<file path="src/hdl/mmvp_pkg.sv">
// Shared types and constants of the four-motor velocity controller.
// Used by the front end, the back end, the result queue and the top level.
package mmvp_pkg;

  localparam int MOTOR_COUNT = 4;
  localparam int MOTOR_W     = 2;
  localparam int QUEUE_DEPTH = 4;
  localparam int QPTR_W      = 2;
  localparam int CFG_INDEX_W = 3;
  localparam int CFG_DATA_W  = 16;

  localparam logic [10:0]        FEEDBACK_BASE_ID = 11'h201;
  localparam logic signed [15:0] COAST_THRESHOLD  = 16'sd100;
  localparam logic signed [15:0] COAST_BRAKE      = 16'sd2000;

  typedef enum logic [2:0] {
    REQ_FEEDBACK = 3'd0,
    REQ_SPEED    = 3'd1,
    REQ_CURRENT  = 3'd2,
    REQ_ESTOP    = 3'd3,
    REQ_COAST    = 3'd4
  } req_t;

  typedef enum logic [CFG_INDEX_W-1:0] {
    CFG_KP   = 3'd0,
    CFG_KI   = 3'd1,
    CFG_KD   = 3'd2,
    CFG_ILIM = 3'd3,
    CFG_OLIM = 3'd4,
    CFG_CLIM = 3'd5,
    CFG_HOT  = 3'd6
  } cfg_index_t;

  typedef struct packed {
    req_t               op;
    logic [MOTOR_W-1:0] motor;
    logic signed [15:0] value;
    logic [7:0]         temp;
  } cmd_t;

  typedef struct packed {
    logic [MOTOR_W-1:0] motor;
    logic signed [15:0] current;
    logic               faulted;
    logic               last;
  } result_t;

endpackage

</file>
<file path="src/hdl/mmvp_out_queue.sv">
// Result queue between the back end and the result ports.
// Depends on mmvp_pkg.
module mmvp_out_queue (
  input  logic                          clk,
  input  logic                          rst,
  input  logic                          res_push,
  input  mmvp_pkg::result_t             res_data,
  output logic                          res_full,
  output logic                          empty,
  input  logic                          pop,
  output logic [1:0]                    out_motor,
  output logic signed [15:0]            current_command,
  output logic                          motor_faulted,
  output logic                          last_of_run
);

  mmvp_pkg::result_t                 q [mmvp_pkg::QUEUE_DEPTH];
  logic [mmvp_pkg::QPTR_W-1:0]       wr_ptr;
  logic [mmvp_pkg::QPTR_W-1:0]       rd_ptr;
  logic [mmvp_pkg::QPTR_W:0]         count;
  logic                              do_wr;
  logic                              do_rd;

  assign res_full        = (count == (mmvp_pkg::QPTR_W+1)'(mmvp_pkg::QUEUE_DEPTH));
  assign empty           = (count == '0);
  assign do_wr           = res_push && !res_full;
  assign do_rd           = pop && !empty;
  assign out_motor       = q[rd_ptr].motor;
  assign current_command = q[rd_ptr].current;
  assign motor_faulted   = q[rd_ptr].faulted;
  assign last_of_run     = q[rd_ptr].last;

  always_ff @(posedge clk) begin
    if (rst) begin
      wr_ptr <= '0;
      rd_ptr <= '0;
      count  <= '0;
    end else begin
      if (do_wr) begin
        wr_ptr <= wr_ptr + 1'b1;
      end
      if (do_rd) begin
        rd_ptr <= rd_ptr + 1'b1;
      end
      if (do_wr && !do_rd) begin
        count <= count + 1'b1;
      end else if (!do_wr && do_rd) begin
        count <= count - 1'b1;
      end
    end
  end

  always_ff @(posedge clk) begin
    if (do_wr) begin
      q[wr_ptr] <= res_data;
    end
  end

endmodule

</file>
<file path="config.mk">
export PLATFORM = sky130hd
export DESIGN_NAME = mmvp_out_queue
export DESIGN_NICKNAME = d
export VERILOG_FILES = /design/src/hdl/mmvp_pkg.sv /design/src/hdl/mmvp_out_queue.sv
export SDC_FILE = /design/constraint.sdc
export NUM_CORES = 1
export LEC_CHECK = 0
export BUFFER_PORTS_ARGS = -buffer_cell sky130_fd_sc_hd__buf_2
export CAP_MARGIN = 30
export CORE_MARGIN = 8
export CORE_UTILIZATION = 52
export CTS_BUF_LIST = sky130_fd_sc_hd__clkbuf_2 sky130_fd_sc_hd__clkbuf_4 sky130_fd_sc_hd__clkbuf_8
export CTS_CLUSTER_SIZE = 40
export DETAILED_ROUTE_END_ITERATION = 10
export PLACE_DENSITY = 0.73
export SYNTH_ARGS = -nofsm -noshare
export SYNTH_HDL_FRONTEND = slang
export SYNTH_SLANG_ARGS = --single-unit
export TNS_END_PERCENT = 100
</file>
<file path="constraint.sdc">
create_clock -name clk -period 5.25 [get_ports clk]
set_input_delay 1.05 -clock clk [delete_from_list [all_inputs] [get_ports clk]]
set_output_delay 1.05 -clock clk [all_outputs]
set_load 0.01 [all_outputs]
</file>
### Word-level counts from Yosys, hierarchy flattened

Memories as Yosys holds them, arrays and structs flattened. A register that Yosys moved wholly into a read port is not among the register bits.
Cells that the tools add are included.
W data, S select, Z words.

* shift-type cells: 0
* $lt $le $gt $ge: 0
* multiply operators: 0
* reductions and logical operators: 10
* div/mod/pow operators: 0
* add/subtract/negate cells: 4
* muxes and demuxes: 6
* bitwise operators: 0
* equality and inequality tests: 1

Operators with widths (count)
* $mux W3: 2
* $add A2 B1 Y2 const B: 2
* $logic_and A1 B1 Y1: 4
* $logic_not A1 Y1: 4
* $mux W2: 2
* $add A3 B1 Y3 const B: 1
* $eq A3 B3 Y1 const B: 1
* $logic_not A3 Y1: 1
* $sub A3 B1 Y3 const B: 1
* $mux W1: 2
* $reduce_bool A2 Y1: 1

* memories kept: 1
* memory bits (read-only): 0
* register bits after elaboration: 7
* latch bits: 0
* input port bits: 24
* word-level logic and storage cells: 25
* output and inout bits: 22
* memory bits (writable): 80

Memory list
* q: depth 4, width 20, rd ports 1, clocked after Yosys merged registers in 1, write ports 1, RTL line mmvp_out_queue.sv:17 `mmvp_pkg::result_t q [mmvp_pkg::QUEUE_DEPTH];`

### Logic depth before layout (Yosys ltp)

* depth in word-level cells: 7
* gate-level depth with buffers: 8
* mapped depth without buffers: 8

### Least setup slack after synthesis

No wires, ideal clock.

* path type: input-to-reg
* from: in res_push
* to: reg count[2] (netlist name)
* required time: 5180 ps
* data arrival time: 2446 ps
* slack: 2734 ps
* stages on the path: 8
* path buffers: 0
* setup time: 70 ps
* path through: inv_1 > nor2_2 > ha_1 > inv_1 > fa_1 > xor2_1 > or3_1 > a21oi_1

* cells in the longest elaborated chain, start to end: 4
* elaborated cells on any way between the ends: 6
* those cells by class: mux: 1; reduce/logical: 5

RTL lines
* start, declared: RTL line mmvp_out_queue.sv:6 `input logic res_push,`
* $logic_and A1 B1 Y1 (*): RTL line mmvp_out_queue.sv:26 `assign do_wr = res_push && !res_full;`
* net do_wr: RTL line mmvp_out_queue.sv:21 `logic do_wr;`
* $logic_not A1 Y1: RTL line mmvp_out_queue.sv:47 `end else if (!do_wr && do_rd) begin`
* $logic_and A1 B1 Y1: RTL line mmvp_out_queue.sv:47
* $reduce_bool A2 Y1 (no source line)
* end signal, assigned: RTL line mmvp_out_queue.sv:46 `count <= count + 1'b1;`
* end signal, assigned: RTL line mmvp_out_queue.sv:48 `count <= count - 1'b1;`
* end, declared: RTL line mmvp_out_queue.sv:20 `logic [mmvp_pkg::QPTR_W:0] count;`

The timed path passes the listed nets; every way through them passes the cells marked *.
A chain may end at the register's enable or synchronous reset.

==> qor.csv <==
metric,value,unit
result of the run,"finished, final reports clean",
Cell Count Post-Placement,271,
static leakage,1.36,nW
average cell area after synthesis,22.1,sq um
first-pass GRT wire length,8740,microns
Vias,1584,
area after detailed placement,0.00368,sq mm
Power Total,1.79,mW
vias per std cell,5.46,
setup-violating endpoint count in the final report,0,
PD cells,456,mW/mm^2
data arrival time of the worst path,1.92,ns
start-to-end type of the worst setup path,reg -> out,
synth-to-layout area growth,17.4,%
area of the die,0.00928,sq mm
Die Width,96.3,microns
CTS Hold Bufs,0,
layout cells sized above 1,41.3,%
most used cells in the layout excluding fill and tap cells,"edfxtp_1, buf_2, mux4_2",
number of buffers added on ports,45,
endpoint class of the critical path,output port,
number of warnings printed during yosys synthesis,0,
aggregate routed wire length,5660,microns
Fin Setup TNS,0,ns
crit path buf inv count,1,
Min-Delay Path Class,reg -> reg,
number of cells produced by synthesis,152,
deepest clock path buffer count,2,
DRC errors left,0,
final HPWL from detailed placement,3700,microns
Num CTS Buffers,9,
slew at the pin closest to its max-slew limit,0.975,ns
maximum number of pins on one net before global-route repair,21,
post-layout net count,238,
crit-path max FO,20,
DRT Pass-1 Iters,4,
number of setup buffers added after CTS,0,
via count of the first global-routing pass,1766,
"Reg clk slew, reported paths",0.08,ns
number of nets in the synthesized netlist,182,
total count of max-transition violations in the final report,0,
Crit path required time,4.20,ns
CTS tree,built,
"commonest non-fill, non-tap cell in the layout",edfxtp_1,
initial antenna violation count,0,
number of distinct library cells after synthesis,22,
number of cell instances on the worst register-to-register path,8,
Top-Level Pins,46,
final standard cell area without fillers,0.00394,sq mm
setup clock skew after layout,0.00818,ns
post-synthesis register bit count,89,
area of the mapped netlist,0.00336,sq mm
core outline area,0.00631,sq mm
initial cell density of the core,53.2,%
total congestion overflow after global routing,0,
clock latency reported for the late side of the worst-skew pair,0.35,ns
final standard cell count with taps included and fillers excluded,290,
critical path depth,2,
"Largest delay share family, worst path",flip-flops,
clock period minus final worst setup slack,2.97,ns
chain of cells forming the critical path,mux4_2 -> buf_2,
DR iter-0 viols,92,
ANT cells,0,
post-synthesis sequential area ratio,77.0,%
final routed wire length divided by cell count,19.5,microns
clock sink total,89,
RSZ-0062 raised after global routing,no,
worst vdd rail ir drop,0.272,mV
post_cts resized,0,
startpoint type of the worst setup path,flip-flop,
remaining antenna violation count,0,
Max-Slew Margin vs Limit,34.9,%
maximum clock frequency,0.336,GHz
placement row count,29,
number of maximum-capacitance violations,0,
final number of hold-violating endpoints,0,
utilization after layout,62.4,%
CP max-delay cell,dfxtp_1,
root buf cell,clkbuf_8,
cell depth of the worst min-delay path,2,
CTS H-Tree Depth,3,
global-route total usage across every layer,13.1,%
final cycle utilization of the critical path,56.6,%
chip height,96.3,microns
Crit path largest cell delay,0.97,ns
last weighted congestion value of the routability-driven placer,0.680,
[sequential cells by signal, indices dropped and copies added, names as in the netlist, named ones only]
| register | flops |
|---|---|
| count | 3 |
| q | 80 |
| rd_ptr | 2 |
| wr_ptr | 2 |
[final timing paths]
kind,start,end,slack [ns]
setup reg to reg,count[0],count[2],3.01
hold reg to reg,wr_ptr[1],wr_ptr[1],0.54
hold / removal,wr_ptr[1],wr_ptr[1],0.54
setup / recovery,flip-flop,current_command[1],2.28
[metrics by stage]
step	setup WS [ns]	hold slack, ns
CTS	2.24	0.533
detailed placement	2.47	0.516
floorplan	2.73	0.482
global placement	2.60	0.496
finish	2.28	0.535
global route	2.17	0.560
[metal layers]
metal | vias up | global-route usage, % | part of all wire (%)
met5 | - | 0 | 0
met2 | 41 | 23.6 | 57
li1 | 728 | - | -
met4 | 0 | 5.80 | 1.1
met3 | 8 | 4.13 | 5.5
met1 | 807 | 13.7 | 36
[Yosys cell counts]
cell	instances	area, sq um
and2_1	4	25.0
nor2_2	1	6.26
ha_1	5	62.6
o31ai_2	1	12.5
buf_6	2	22.5
edfxtp_1	80	2400
mux2i_1	2	20.0
nor3b_2	1	12.5
nor2_1	5	18.8
a21oi_1	2	10.0
nor3_1	1	5.00
clkbuf_1	1	3.75
buf_2	2	10.0
nand2b_1	2	12.5
fa_1	1	20.0
inv_1	4	15.0
dfxtp_1	9	180
xor2_1	4	35.0
o311ai_1	1	8.76
mux4_2	20	450
o21ai_0	2	10.0
or3_1	2	12.5
[logic make-up after synthesis]
group	share of synthesized area [%]
AOI/OAI and AO/OA	1.23
xor gates and xnor gates	1.04
adders and majority gates	2.46
buffers and inverters	1.53
DFF	77.0
muxes	14.0
and+or+nand+nor	2.76
[tightest hold or removal path, stage by stage (launching register included)]
cell and delay [ns]:
dfxtp_1 0.35, nand2b_1 0.08, mux2i_1 0.06
[report_power, final]
group	switching (mW)	leakage, nW	total [mW]	internal (mW)
combinational	0.219	0.465	0.448	0.229
clock	0.227	0.0893	0.446	0.219
sequential	0.0463	0.807	0.900	0.854
[final cells by class]
class | count | area [sq um]
fillers | 457 | 2370
clock inverters | 7 | 70.1
well taps | 77 | 96.3
repair buffers | 50 | 330
inverters | 4 | 15.0
multi-input cells | 54 | 722
flip-flops and latches | 89 | 2580
clock buffers | 9 | 124
No activity file was read; power rests on OpenSTA's default activity.
