File: src/hdl/mmvp_pkg.sv
// Shared types and constants of the four-motor velocity controller.
// Used by the front end, the back end, the result queue and the top level.
package mmvp_pkg;

  localparam int MOTOR_COUNT = 4;
  localparam int MOTOR_W     = 2;
  localparam int QUEUE_DEPTH = 4;
  localparam int QPTR_W      = 2;
  localparam int CFG_INDEX_W = 3;
  localparam int CFG_DATA_W  = 16;

  localparam logic [10:0]        FEEDBACK_BASE_ID = 11'h201;
  localparam logic signed [15:0] COAST_THRESHOLD  = 16'sd100;
  localparam logic signed [15:0] COAST_BRAKE      = 16'sd2000;

  typedef enum logic [2:0] {
    REQ_FEEDBACK = 3'd0,
    REQ_SPEED    = 3'd1,
    REQ_CURRENT  = 3'd2,
    REQ_ESTOP    = 3'd3,
    REQ_COAST    = 3'd4
  } req_t;

  typedef enum logic [CFG_INDEX_W-1:0] {
    CFG_KP   = 3'd0,
    CFG_KI   = 3'd1,
    CFG_KD   = 3'd2,
    CFG_ILIM = 3'd3,
    CFG_OLIM = 3'd4,
    CFG_CLIM = 3'd5,
    CFG_HOT  = 3'd6
  } cfg_index_t;

  typedef struct packed {
    req_t               op;
    logic [MOTOR_W-1:0] motor;
    logic signed [15:0] value;
    logic [7:0]         temp;
  } cmd_t;

  typedef struct packed {
    logic [MOTOR_W-1:0] motor;
    logic signed [15:0] current;
    logic               faulted;
    logic               last;
  } result_t;

endpackage

File: src/hdl/mmvp_front.sv
// Front end: accepts input items, drops those that have no effect, and
// queues the rest as decoded commands. Depends on mmvp_pkg.
module mmvp_front (
  input  logic                          clk,
  input  logic                          rst,
  input  logic                          push,
  output logic                          full,
  input  logic [2:0]                    req_type,
  input  logic [10:0]                   frame_id,
  input  logic [63:0]                   frame_payload,
  input  logic [1:0]                    motor_index,
  input  logic signed [15:0]            target_speed,
  input  logic signed [15:0]            current_setpoint,
  output logic                          cmd_valid,
  output mmvp_pkg::cmd_t                cmd_head,
  input  logic                          cmd_pop
);

  mmvp_pkg::cmd_t                    q [mmvp_pkg::QUEUE_DEPTH];
  logic [mmvp_pkg::QPTR_W-1:0]       wr_ptr;
  logic [mmvp_pkg::QPTR_W-1:0]       rd_ptr;
  logic [mmvp_pkg::QPTR_W:0]         count;
  mmvp_pkg::cmd_t                    entry;
  logic                              keep;
  logic [10:0]                       fb_offset;
  logic                              do_wr;
  logic                              do_rd;

  always_comb begin
    fb_offset   = frame_id - mmvp_pkg::FEEDBACK_BASE_ID;
    keep        = 1'b0;
    entry.op    = mmvp_pkg::REQ_FEEDBACK;
    entry.motor = motor_index;
    entry.value = target_speed;
    entry.temp  = frame_payload[15:8];
    unique case (req_type)
      mmvp_pkg::REQ_FEEDBACK: begin
        keep        = (frame_id >= mmvp_pkg::FEEDBACK_BASE_ID) &&
                      (fb_offset < 11'(mmvp_pkg::MOTOR_COUNT));
        entry.motor = fb_offset[mmvp_pkg::MOTOR_W-1:0];
        entry.value = frame_payload[47:32];
      end
      mmvp_pkg::REQ_SPEED: begin
        keep     = 32'(motor_index) < mmvp_pkg::MOTOR_COUNT;
        entry.op = mmvp_pkg::REQ_SPEED;
      end
      mmvp_pkg::REQ_CURRENT: begin
        keep        = 32'(motor_index) < mmvp_pkg::MOTOR_COUNT;
        entry.op    = mmvp_pkg::REQ_CURRENT;
        entry.value = current_setpoint;
      end
      mmvp_pkg::REQ_ESTOP: begin
        keep     = 1'b1;
        entry.op = mmvp_pkg::REQ_ESTOP;
      end
      mmvp_pkg::REQ_COAST: begin
        keep     = 1'b1;
        entry.op = mmvp_pkg::REQ_COAST;
      end
      default: keep = 1'b0;
    endcase
  end

  assign full      = (count == (mmvp_pkg::QPTR_W+1)'(mmvp_pkg::QUEUE_DEPTH));
  assign cmd_valid = (count != '0);
  assign cmd_head  = q[rd_ptr];
  assign do_wr     = push && !full && keep;
  assign do_rd     = cmd_pop && cmd_valid;

  always_ff @(posedge clk) begin
    if (rst) begin
      wr_ptr <= '0;
      rd_ptr <= '0;
      count  <= '0;
    end else begin
      if (do_wr) begin
        wr_ptr <= wr_ptr + 1'b1;
      end
      if (do_rd) begin
        rd_ptr <= rd_ptr + 1'b1;
      end
      if (do_wr && !do_rd) begin
        count <= count + 1'b1;
      end else if (!do_wr && do_rd) begin
        count <= count - 1'b1;
      end
    end
  end

  always_ff @(posedge clk) begin
    if (do_wr) begin
      q[wr_ptr] <= entry;
    end
  end

endmodule

File: config.mk
export PLATFORM = sky130hd
export DESIGN_NAME = mmvp_front
export DESIGN_NICKNAME = d
export VERILOG_FILES = /design/src/hdl/mmvp_pkg.sv /design/src/hdl/mmvp_front.sv
export SDC_FILE = /design/constraint.sdc
export NUM_CORES = 1
export LEC_CHECK = 0
export BUFFER_PORTS_ARGS = -buffer_cell sky130_fd_sc_hd__buf_2
export CORE_ASPECT_RATIO = 0.5
export CORE_MARGIN = 2
export CORE_UTILIZATION = 50
export CTS_BUF_LIST = sky130_fd_sc_hd__clkbuf_16
export DETAILED_ROUTE_END_ITERATION = 10
export PLACE_DENSITY = 0.84
export SLEW_MARGIN = 10
export SYNTH_ARGS = -nofsm -noshare
export SYNTH_HDL_FRONTEND = slang
export SYNTH_SLANG_ARGS = --single-unit
File: constraint.sdc
create_clock -name clk -period 3 [get_ports clk]
set_input_delay 0 -clock clk [delete_from_list [all_inputs] [get_ports clk]]
set_output_delay 0 -clock clk [all_outputs]
set_load 0.02 [all_outputs]
Yosys cells after proc, flatten, opt, wreduce, memory -nomap -nowiden
Memories as Yosys holds them, arrays and structs flattened. A register that Yosys moved wholly into a read port is not among the register bits. Index checks and enable logic that the tools add are counted.

Reductions and logical operators: 13. Muxes and demuxes: 10. $add $sub $neg: 5. $lt $le $gt $ge: 2. Equality and inequality tests: 5.

Operator list (number): case mux 16 bit (2 select lines) (1); case mux 3 bit (4 select lines) (1); greater-or-equal comparator 11 x 10 -> 1 bit, second input constant (1); < comparator 11 x 3 -> 1 bit, second input constant (1); subtractor 11 x 10 -> 11 bit, second input constant (1); == test 3 x 2 -> 1 bit, second input constant (2); == test 3 bit, second input constant (2); logical AND 1 bit (6); 2-to-1 mux 2 bit (3); 2-to-1 mux 3 bit (2); adder 2 x 1 -> 2 bit, second input constant (2); OR reduction 4 bit (1); adder 3 x 1 -> 3 bit, second input constant (1); == test 3 x 1 -> 1 bit, second input constant (1); logical NOT 1 bit (3); logical NOT 3 bit (1); nonzero test 3 bit (1); subtractor 3 x 1 -> 3 bit, second input constant (1); 2-to-1 mux 1 bit (2); case mux 1 bit (2 select lines) (1); nonzero test 2 bit (1).

Input bits: 116. Word-level logic and storage cells: 39. Register bits after elaboration: 7. Memory bits (writable): 116. Memories: 1.

Memories: q (depth 4, width 29, rd ports 1, clocked after memory_dff 1, write ports 1, line mmvp_front.sv:19) `mmvp_pkg::cmd_t q [mmvp_pkg::QUEUE_DEPTH];`.

Longest topological paths before layout
Gate-level depths: netlist (run 1).

Word-level depth: 9. Depth in mapped cells: 13.

Worst setup path before layout (run 1)
No wires, ideal clock.

Kind: input to register. Start: input frame_id[0]. End: register count[2] (netlist bit). Required time: 2.930 ns. Arrival time: 2.314 ns. Stages on the path: 13. Slack: 0.616 ns. Cell sequence: inv_1 -> ha_1 -> nor4b_1 -> xnor2_1 -> a31oi_1 -> nor4bb_1 -> buf_2 -> ha_1 -> inv_1 -> fa_1 -> xor2_1 -> or3_1 -> a21oi_1.

Word-level cells in the longest chain between the ends: 8. Elaborated cells on any way between the ends: 11. Those cells by class: add/sub (1); order compare (2); mux (2); reduce/logical (6).

Ends and longest elaborated chain: from (decl) (line mmvp_front.sv:9) `input logic [10:0] frame_id,`; subtractor 11 x 10 -> 11 bit (line mmvp_front.sv:30) `fb_offset = frame_id - mmvp_pkg::FEEDBACK_BASE_ID;`; < comparator 11 x 3 -> 1 bit (line mmvp_front.sv:39) `(fb_offset < 11'(mmvp_pkg::MOTOR_COUNT));`; logical AND 1 bit (*) (line mmvp_front.sv:38) `keep = (frame_id >= mmvp_pkg::FEEDBACK_BASE_ID) &&`; case mux 1 bit (2 select lines) (*) (line mmvp_front.sv:36) `unique case (req_type)`; logical AND 1 bit (*) (line mmvp_front.sv:67) `assign do_wr = push && !full && keep;`; net do_wr (line mmvp_front.sv:26) `logic do_wr;`; logical NOT 1 bit (line mmvp_front.sv:84) `end else if (!do_wr && do_rd) begin`; logical AND 1 bit (line mmvp_front.sv:84); nonzero test 2 bit (no line); to (signal assigned) (line mmvp_front.sv:83) `count <= count + 1'b1;`; to (signal assigned) (line mmvp_front.sv:85) `count <= count - 1'b1;`; to (decl) (line mmvp_front.sv:22) `logic [mmvp_pkg::QPTR_W:0] count;`.

The timed path passes the listed nets; every way through them passes the cells marked *. A chain may end at the register's enable or synchronous reset.

Final worst setup path (run 1)
Start: input req_type[2]. End: register count[2] (netlist bit).

Word-level cells in the longest chain between the ends: 7. Elaborated cells on any way between the ends: 13. Those cells by class: eq/ne (4); mux (2); reduce/logical (7).

Ends and longest elaborated chain: from (decl) (line mmvp_front.sv:8) `input logic [2:0] req_type,`; == test 3 x 2 -> 1 bit, or another cell as far along (line mmvp_front.sv:36); OR reduction 4 bit (no line); case mux 1 bit (2 select lines) (*) (line mmvp_front.sv:36); logical AND 1 bit (*) (line mmvp_front.sv:67); logical NOT 1 bit (line mmvp_front.sv:84); logical AND 1 bit (line mmvp_front.sv:84); nonzero test 2 bit (no line).

Mark *: on every way between the ends. The rest lies on a longest branch, timed or not.

==> results by group, run 1 <==
Floorplanning
  • Top-Level Pins: 147
  • Die Y-Extent: 75.5 µm
  • Chip width: 147 µm
  • Die area: 11100 µm²
  • Starting Density: 50.7%
  • CORE AREA: 10100 µm²
  • # rows: 26

Layout
  • Most frequent cells in the layout: edfxtp_1 (116), buf_2 (106), mux4_2 (29)
  • Nets: 541
  • ANT cells: 0
  • Most common cell after layout, fill and taps aside: edfxtp_1
  • Fill count: 668
  • Finished Layout Cells: 571
  • Ratio of cells with drive above 1 in the final layout: 40.6%
  • Layout area overhead: 31.1%

Worst setup path
  • Crit path required time: 3.34 ns
  • Worst setup path start: req_type[2]
  • CP Launch Type: primary input
  • RR Endpoint: count[2]
  • Crit path to: count[2]
  • Worst r2r src: count[0]
  • Register-to-register setup slack: 0.56 ns
  • Worst-path maximum fanout: 6
  • Worst EP arrival: 2.80 ns
  • Setup CP Type: primary input to flip-flop
  • Setup crit end kind: flip-flop
  • Reg2reg path depth: 9

Outcome
  • Status: finished clean

Logic synthesis
  • Syn Nets: 402
  • Mapped Cells: 279
  • Cell taking the most area after synthesis: edfxtp_1
  • Synth cell types: 28
  • Syn_area_per_cell: 18.3 µm²
  • Yosys reg bits: 125
  • Synth Warn #: 0
  • Post-Syn Area: 5110 µm²
  • Top post-synthesis cells by area: edfxtp_1 (68%), mux4_2 (13%), dfxtp_1 (3.5%), mux2i_1 (3.5%), o21ai_0 (2.0%)
  • Seq/Total Area, Yosys: 71.7%
  • Top-area cell type share of the netlist area: 68.2%

CTS
  • CTS Sinks: 125
  • TritonCTS clock tree: built
  • Max clock buf depth: 2
  • Worst-skew pair later-pin latency: 0.40 ns
  • Clk root buf: clkbuf_16
  • CTS Buf Count: 17
  • Clock Pin Slew Worst Setup and Hold Paths: 0.05 ns
  • Setup Buffers After CTS: 0
  • Post-CTS sizing: 0
  • H-tree Lvls: 4

Pwr
  • VDD IR max: 0.560 mV
  • Static Leak: 0.00251 µW
  • P per Cell Area: 814 nW/µm²

Hold path
  • HP Class: primary input to flip-flop

Placed design
  • Placer Congestion: 0.714
  • Buffers on Ports: 106
  • Inst Count DP: 518
  • Final HPWL DP: 5.99 mm

Global route
  • Vias in the first global route: 3031
  • First-pass GRT wire length: 15.8 mm
  • Pin count of the biggest net entering global routing: 33
  • Initial antenna violation count: 0
  • GRT Total Usage: 19.9%
  • Global route overflow: 0

Timing
  • Final setup vio count: 0
  • Fmax: 407 MHz
  • Setup TNS: 0 ns
  • Worst slew margin: 60.3%
  • Final Critical Period: 2.46 ns
  • Final worst path period share: 82.0%
  • Unrepaired setup endpoints after global routing: false
  • Actual slew at the worst max-slew pin: 0.595 ns
  • Count of final hold-check violations: 0
  • Max Clock Skew: 0.00918 ns
  • Slew Viols, Final: 0

Detailed routing
  • Routed vias: 2966
  • Initial DRC Count: 213
  • DRT Wirelength: 10.3 mm
  • Routed WL per cell: 18.0 µm
  • Post-DRT Antenna Nets: 0
  • Post-route DRC violation count: 0
  • Via/cell ratio: 5.19
  • Drt first pass iters: 5

Job
  • # Max-Cap Violations: 0
==> per-layer routing <==
metal	vias to the layer above	part of all wire (%)	GRT usage (%)
li1	1386	-	-
met1	1441	42	24.2
met2	117	50	33.1
met3	22	5.7	5.21
met4	0	2.5	12.7
met5	-	0	0
==> layout make-up <==
cell class | instances | area [µm²] | area share [%]
well taps | 140 | 175 | 2.61
clock inverters | 15 | 204 | 3.04
repair buffers | 135 | 851 | 12.7
inverters | 5 | 18.8 | 0.280
multi-input cells | 134 | 1360 | 20.3
clock buffers | 17 | 425 | 6.35
flip-flops and latches | 125 | 3660 | 54.7
==> registers in the layout, indices dropped and copies added, names as in the netlist, named ones only <==
| signal | count |
|---|---|
| count | 3 |
| q | 116 |
| rd_ptr | 2 |
| wr_ptr | 2 |
==> report_power, final <==
part / internal, µW / switching [µW] / total, µW
registers: 2040 / 49.7 / 2090
clock network: 1460 / 708 / 2160
logic: 538 / 666 / 1200
total: 4030 / 1420 / 5460
==> synth_stat cells <==
master,instances
nand2_1,19
ha_1,6
mux2i_1,18
fa_1,1
buf_2,7
o21ai_0,20
o21ai_1,1
a21oi_1,2
mux2_4,1
dfxtp_1,9
mux4_2,29
a31oi_1,1
nand2b_1,3
xnor2_1,1
nor2_1,9
edfxtp_1,116
or2_2,2
xor2_1,4
and2_1,5
clkbuf_1,8
nor2b_1,2
nor4b_1,2
a41oi_1,1
nor3b_1,2
or3_1,3
inv_1,5
nand3_1,1
nor4bb_1,1
==> worst min path at each step <==
stage	slack [ns]	startpoint	cells past startpoint	end
after global placement	0.22	frame_payload[9]	1	q[2][1]
after CTS	0.002	target_speed[7]	3	q[2][15]
after global routing	0.06	target_speed[1]	3	q[1][9]
after floorplan	0.1	frame_payload[8]	0	q[0][0]
after detailed placement	0.22	frame_payload[8]	1	q[0][0]
final	0.02	motor_index[1]	3	q[2][25]
==> cell families (layout without fill, tap and decap cells) <==
group,count (synthesis),after routing,share of synthesized area [%]
buffers and inverters,20,172,1.64
and+or+nand+nor,49,49,4.82
DFF,125,125,71.7
adders and majority gates,7,7,1.86
AOI/OAI and AO/OA,25,25,2.55
muxes,48,48,16.6
xor gates and xnor gates,5,5,0.857
==> metrics by stage <==
stage          total power [µW]  utilization, %  setup slack [ns]  hold slack, ns  instance area (µm²)
2_1_floorplan              2950               -             0.616          0.0989                 5110
3_3_place_gp               3290            58.1             0.309           0.216                 5860
3_5_place_dp               3320            58.1             0.253           0.223                 5860
5_1_grt                    5670            66.5             0.351          0.0574                 6700
4_1_cts                    5500            66.5             0.530         0.00243                 6700
6_report                   5460            66.5             0.541          0.0153                 6700
==> what timing repair did <==
item	CTS	global route
setup endpoints to repair	0	0
hold buffers	21	0
endpoints found under the hold margin	88	0
==> critical path, cell delays in order <==
cell	delay (ns)
dlygate4sd3_1	0.53
buf_2	0.15
or3_1	0.26
a41oi_1	0.07
o21ai_1	0.07
nor4bb_1	0.42
ha_1	0.27
inv_1	0.06
fa_1	0.37
xor2_1	0.15
or3_1	0.30
a21oi_1	0.14
Note: power is estimated with default switching activity, not from simulation.
==> run 2: changes to the inputs <==
==> constraint.sdc (replaced) <==
create_clock -name clk -period 2.3 [get_ports clk]
set_input_delay 0 -clock clk [delete_from_list [all_inputs] [get_ports clk]]
set_output_delay 0 -clock clk [all_outputs]
set_load 0.02 [all_outputs]
==> results by group, run 2 (synthesis results as in run 1) <==
Detailed routing
  • Via/cell ratio: 5.32
  • Post-DRT Antenna Nets: 0
  • Routed WL per cell: 18.3 µm
  • Post-route DRC violation count: 0
  • Routed vias: 3045
  • Initial DRC Count: 183
  • DRT Wirelength: 10.4 mm
  • Drt first pass iters: 4

Global route
  • GRT Total Usage: 19.8%
  • Vias in the first global route: 3095
  • First-pass GRT wire length: 15.6 mm
  • Global route overflow: 0
  • Pin count of the biggest net entering global routing: 33
  • Initial antenna violation count: 0

CTS
  • H-tree Lvls: 4
  • Clock Pin Slew Worst Setup and Hold Paths: 0.05 ns
  • Clk root buf: clkbuf_16
  • Worst-skew pair later-pin latency: 0.41 ns
  • CTS Sinks: 125
  • Setup Buffers After CTS: 0
  • CTS Buf Count: 17
  • Max clock buf depth: 2
  • TritonCTS clock tree: built

Placed design
  • Inst Count DP: 525
  • Final HPWL DP: 6.40 mm
  • Placer Congestion: 0.758
  • DP Worst Slack: -0.255 ns
  • Buffers on Ports: 106

Timing
  • Setup slack after layout: 0.0473 ns
  • Worst slew margin: 61.5%
  • Final setup vio count: 0
  • Fmax: 444 MHz
  • Count of final hold-check violations: 0
  • Slew Viols, Final: 0
  • Setup TNS: 0 ns
  • Max Clock Skew: 0.00760 ns
  • Final Critical Period: 2.25 ns
  • Actual slew at the worst max-slew pin: 0.577 ns
  • Final worst path period share: 97.9%

Worst setup path
  • Setup crit end kind: flip-flop
  • CP Launch Type: flip-flop
  • Worst path cell trace: nor3b_2, nand2b_4, nor4bb_2, ha_2, inv_1, fa_2, xor2_1, or3_1, a21oi_1
  • Crit path required time: 2.63 ns
  • Worst EP arrival: 2.59 ns
  • CP Buf/Inv Count: 1
  • Setup CP Type: flip-flop to flip-flop
  • Slowest-stage cell, CP: nor4bb_2
  • CP top delay family: simple AND/OR/NAND/NOR gates
  • Slowest stage delay, CP: 0.33 ns
  • Worst-path maximum fanout: 4

Layout
  • Biggest regs: q: 116 flops, count: 3 flops
  • Most frequent cells in the layout: edfxtp_1 (116), buf_2 (106), mux4_2 (29)
  • Ratio of cells with drive above 1 in the final layout: 43.3%
  • Core Util, Final: 66.4%
  • Nets: 543
  • Most common cell after layout, fill and taps aside: edfxtp_1
  • Max reg flops: 116
  • Layout area overhead: 30.9%
  • ANT cells: 0
  • Finished Layout Cells: 572
  • Largest register by flop count: q

Floorplanning
  • # rows: 26
  • Starting Density: 50.7%
  • Top-Level Pins: 147
  • Die Y-Extent: 75.5 µm
  • CORE AREA: 10100 µm²
  • Chip width: 147 µm
  • Die area: 11100 µm²

Pwr
  • Tot Pwr: 6900 µW
  • Static Leak: 0.00252 µW
  • P per Cell Area: 1030 nW/µm²
  • VDD IR max: 0.644 mV

Job
  • # Max-Cap Violations: 0

Hold path
  • HP Class: primary input to flip-flop

Outcome
  • Status: finished clean
-- run 2: cell types whose count changed in the layout (fill, tap and decap cells not counted), moves of 3 or more --
cell / delta
dlygate4sd3_1: -5
dfxtp_2: +3
dfxtp_1: -3
buf_4: +6
-- run 2: area by class of cell --
cell class	instances	area (µm²)
clock inverter	14	136
sequential	125	3670
tap	140	175
clock buffer	17	425
multi-input combinational	134	1400
inverter	5	18.8
timing repair buffer	137	866
fill	665	3390
-- run 2: through the flow --
stage / hold WS, ns / cell area (µm²)
floorplan: 0.0989 / 5130
global route: 0.0368 / 6690
finish: 0.0172 / 6690
detailed placement: 0.219 / 5950
global placement: 0.218 / 5950
CTS: 0.00763 / 6680
-- run 2: path summary, 6_finish.rpt --
check	slack [ns]	startpoint	endpoint	depth (start not counted)
worst max-delay path	0.05	count[2]	count[2]	9
worst min-delay path	0.02	target_speed[7]	q[3][15]	3
worst max register to register	0.05	count[2]	count[2]	9
worst min register to register	0.50	count[2]	count[2]	2
-- run 2: power breakdown --
| part | internal (µW) | leakage, µW | total, µW | switching, µW |
|---|---|---|---|---|
| registers | 2670 | 0.00113 | 2740 | 75.6 |
| logic | 751 | 0.00110 | 1640 | 886 |
| clock network | 1660 | 0.000290 | 2520 | 868 |
-- run 2: routing by layer --
layer  wire, µm  global-route usage (%)  part of all wire, %
met5          0                       0                    0
met4        471                    14.2                  4.5
met3        441                    4.73                  4.2
met2       5470                    35.3                   52
met1       4060                    22.1                   39
-- run 2: timing repair --
item,in CTS,in global routing
endpoints found under the setup margin,1,1
hold endpoints to repair,64,0
pin swaps,1,3
hold buffers,16,0
resized for setup,2,4
-- run 2: worst min-delay path, stage by stage --
cell and delay, ns:
buf_2 0.08, nand2_1 0.04, o21ai_0 0.15
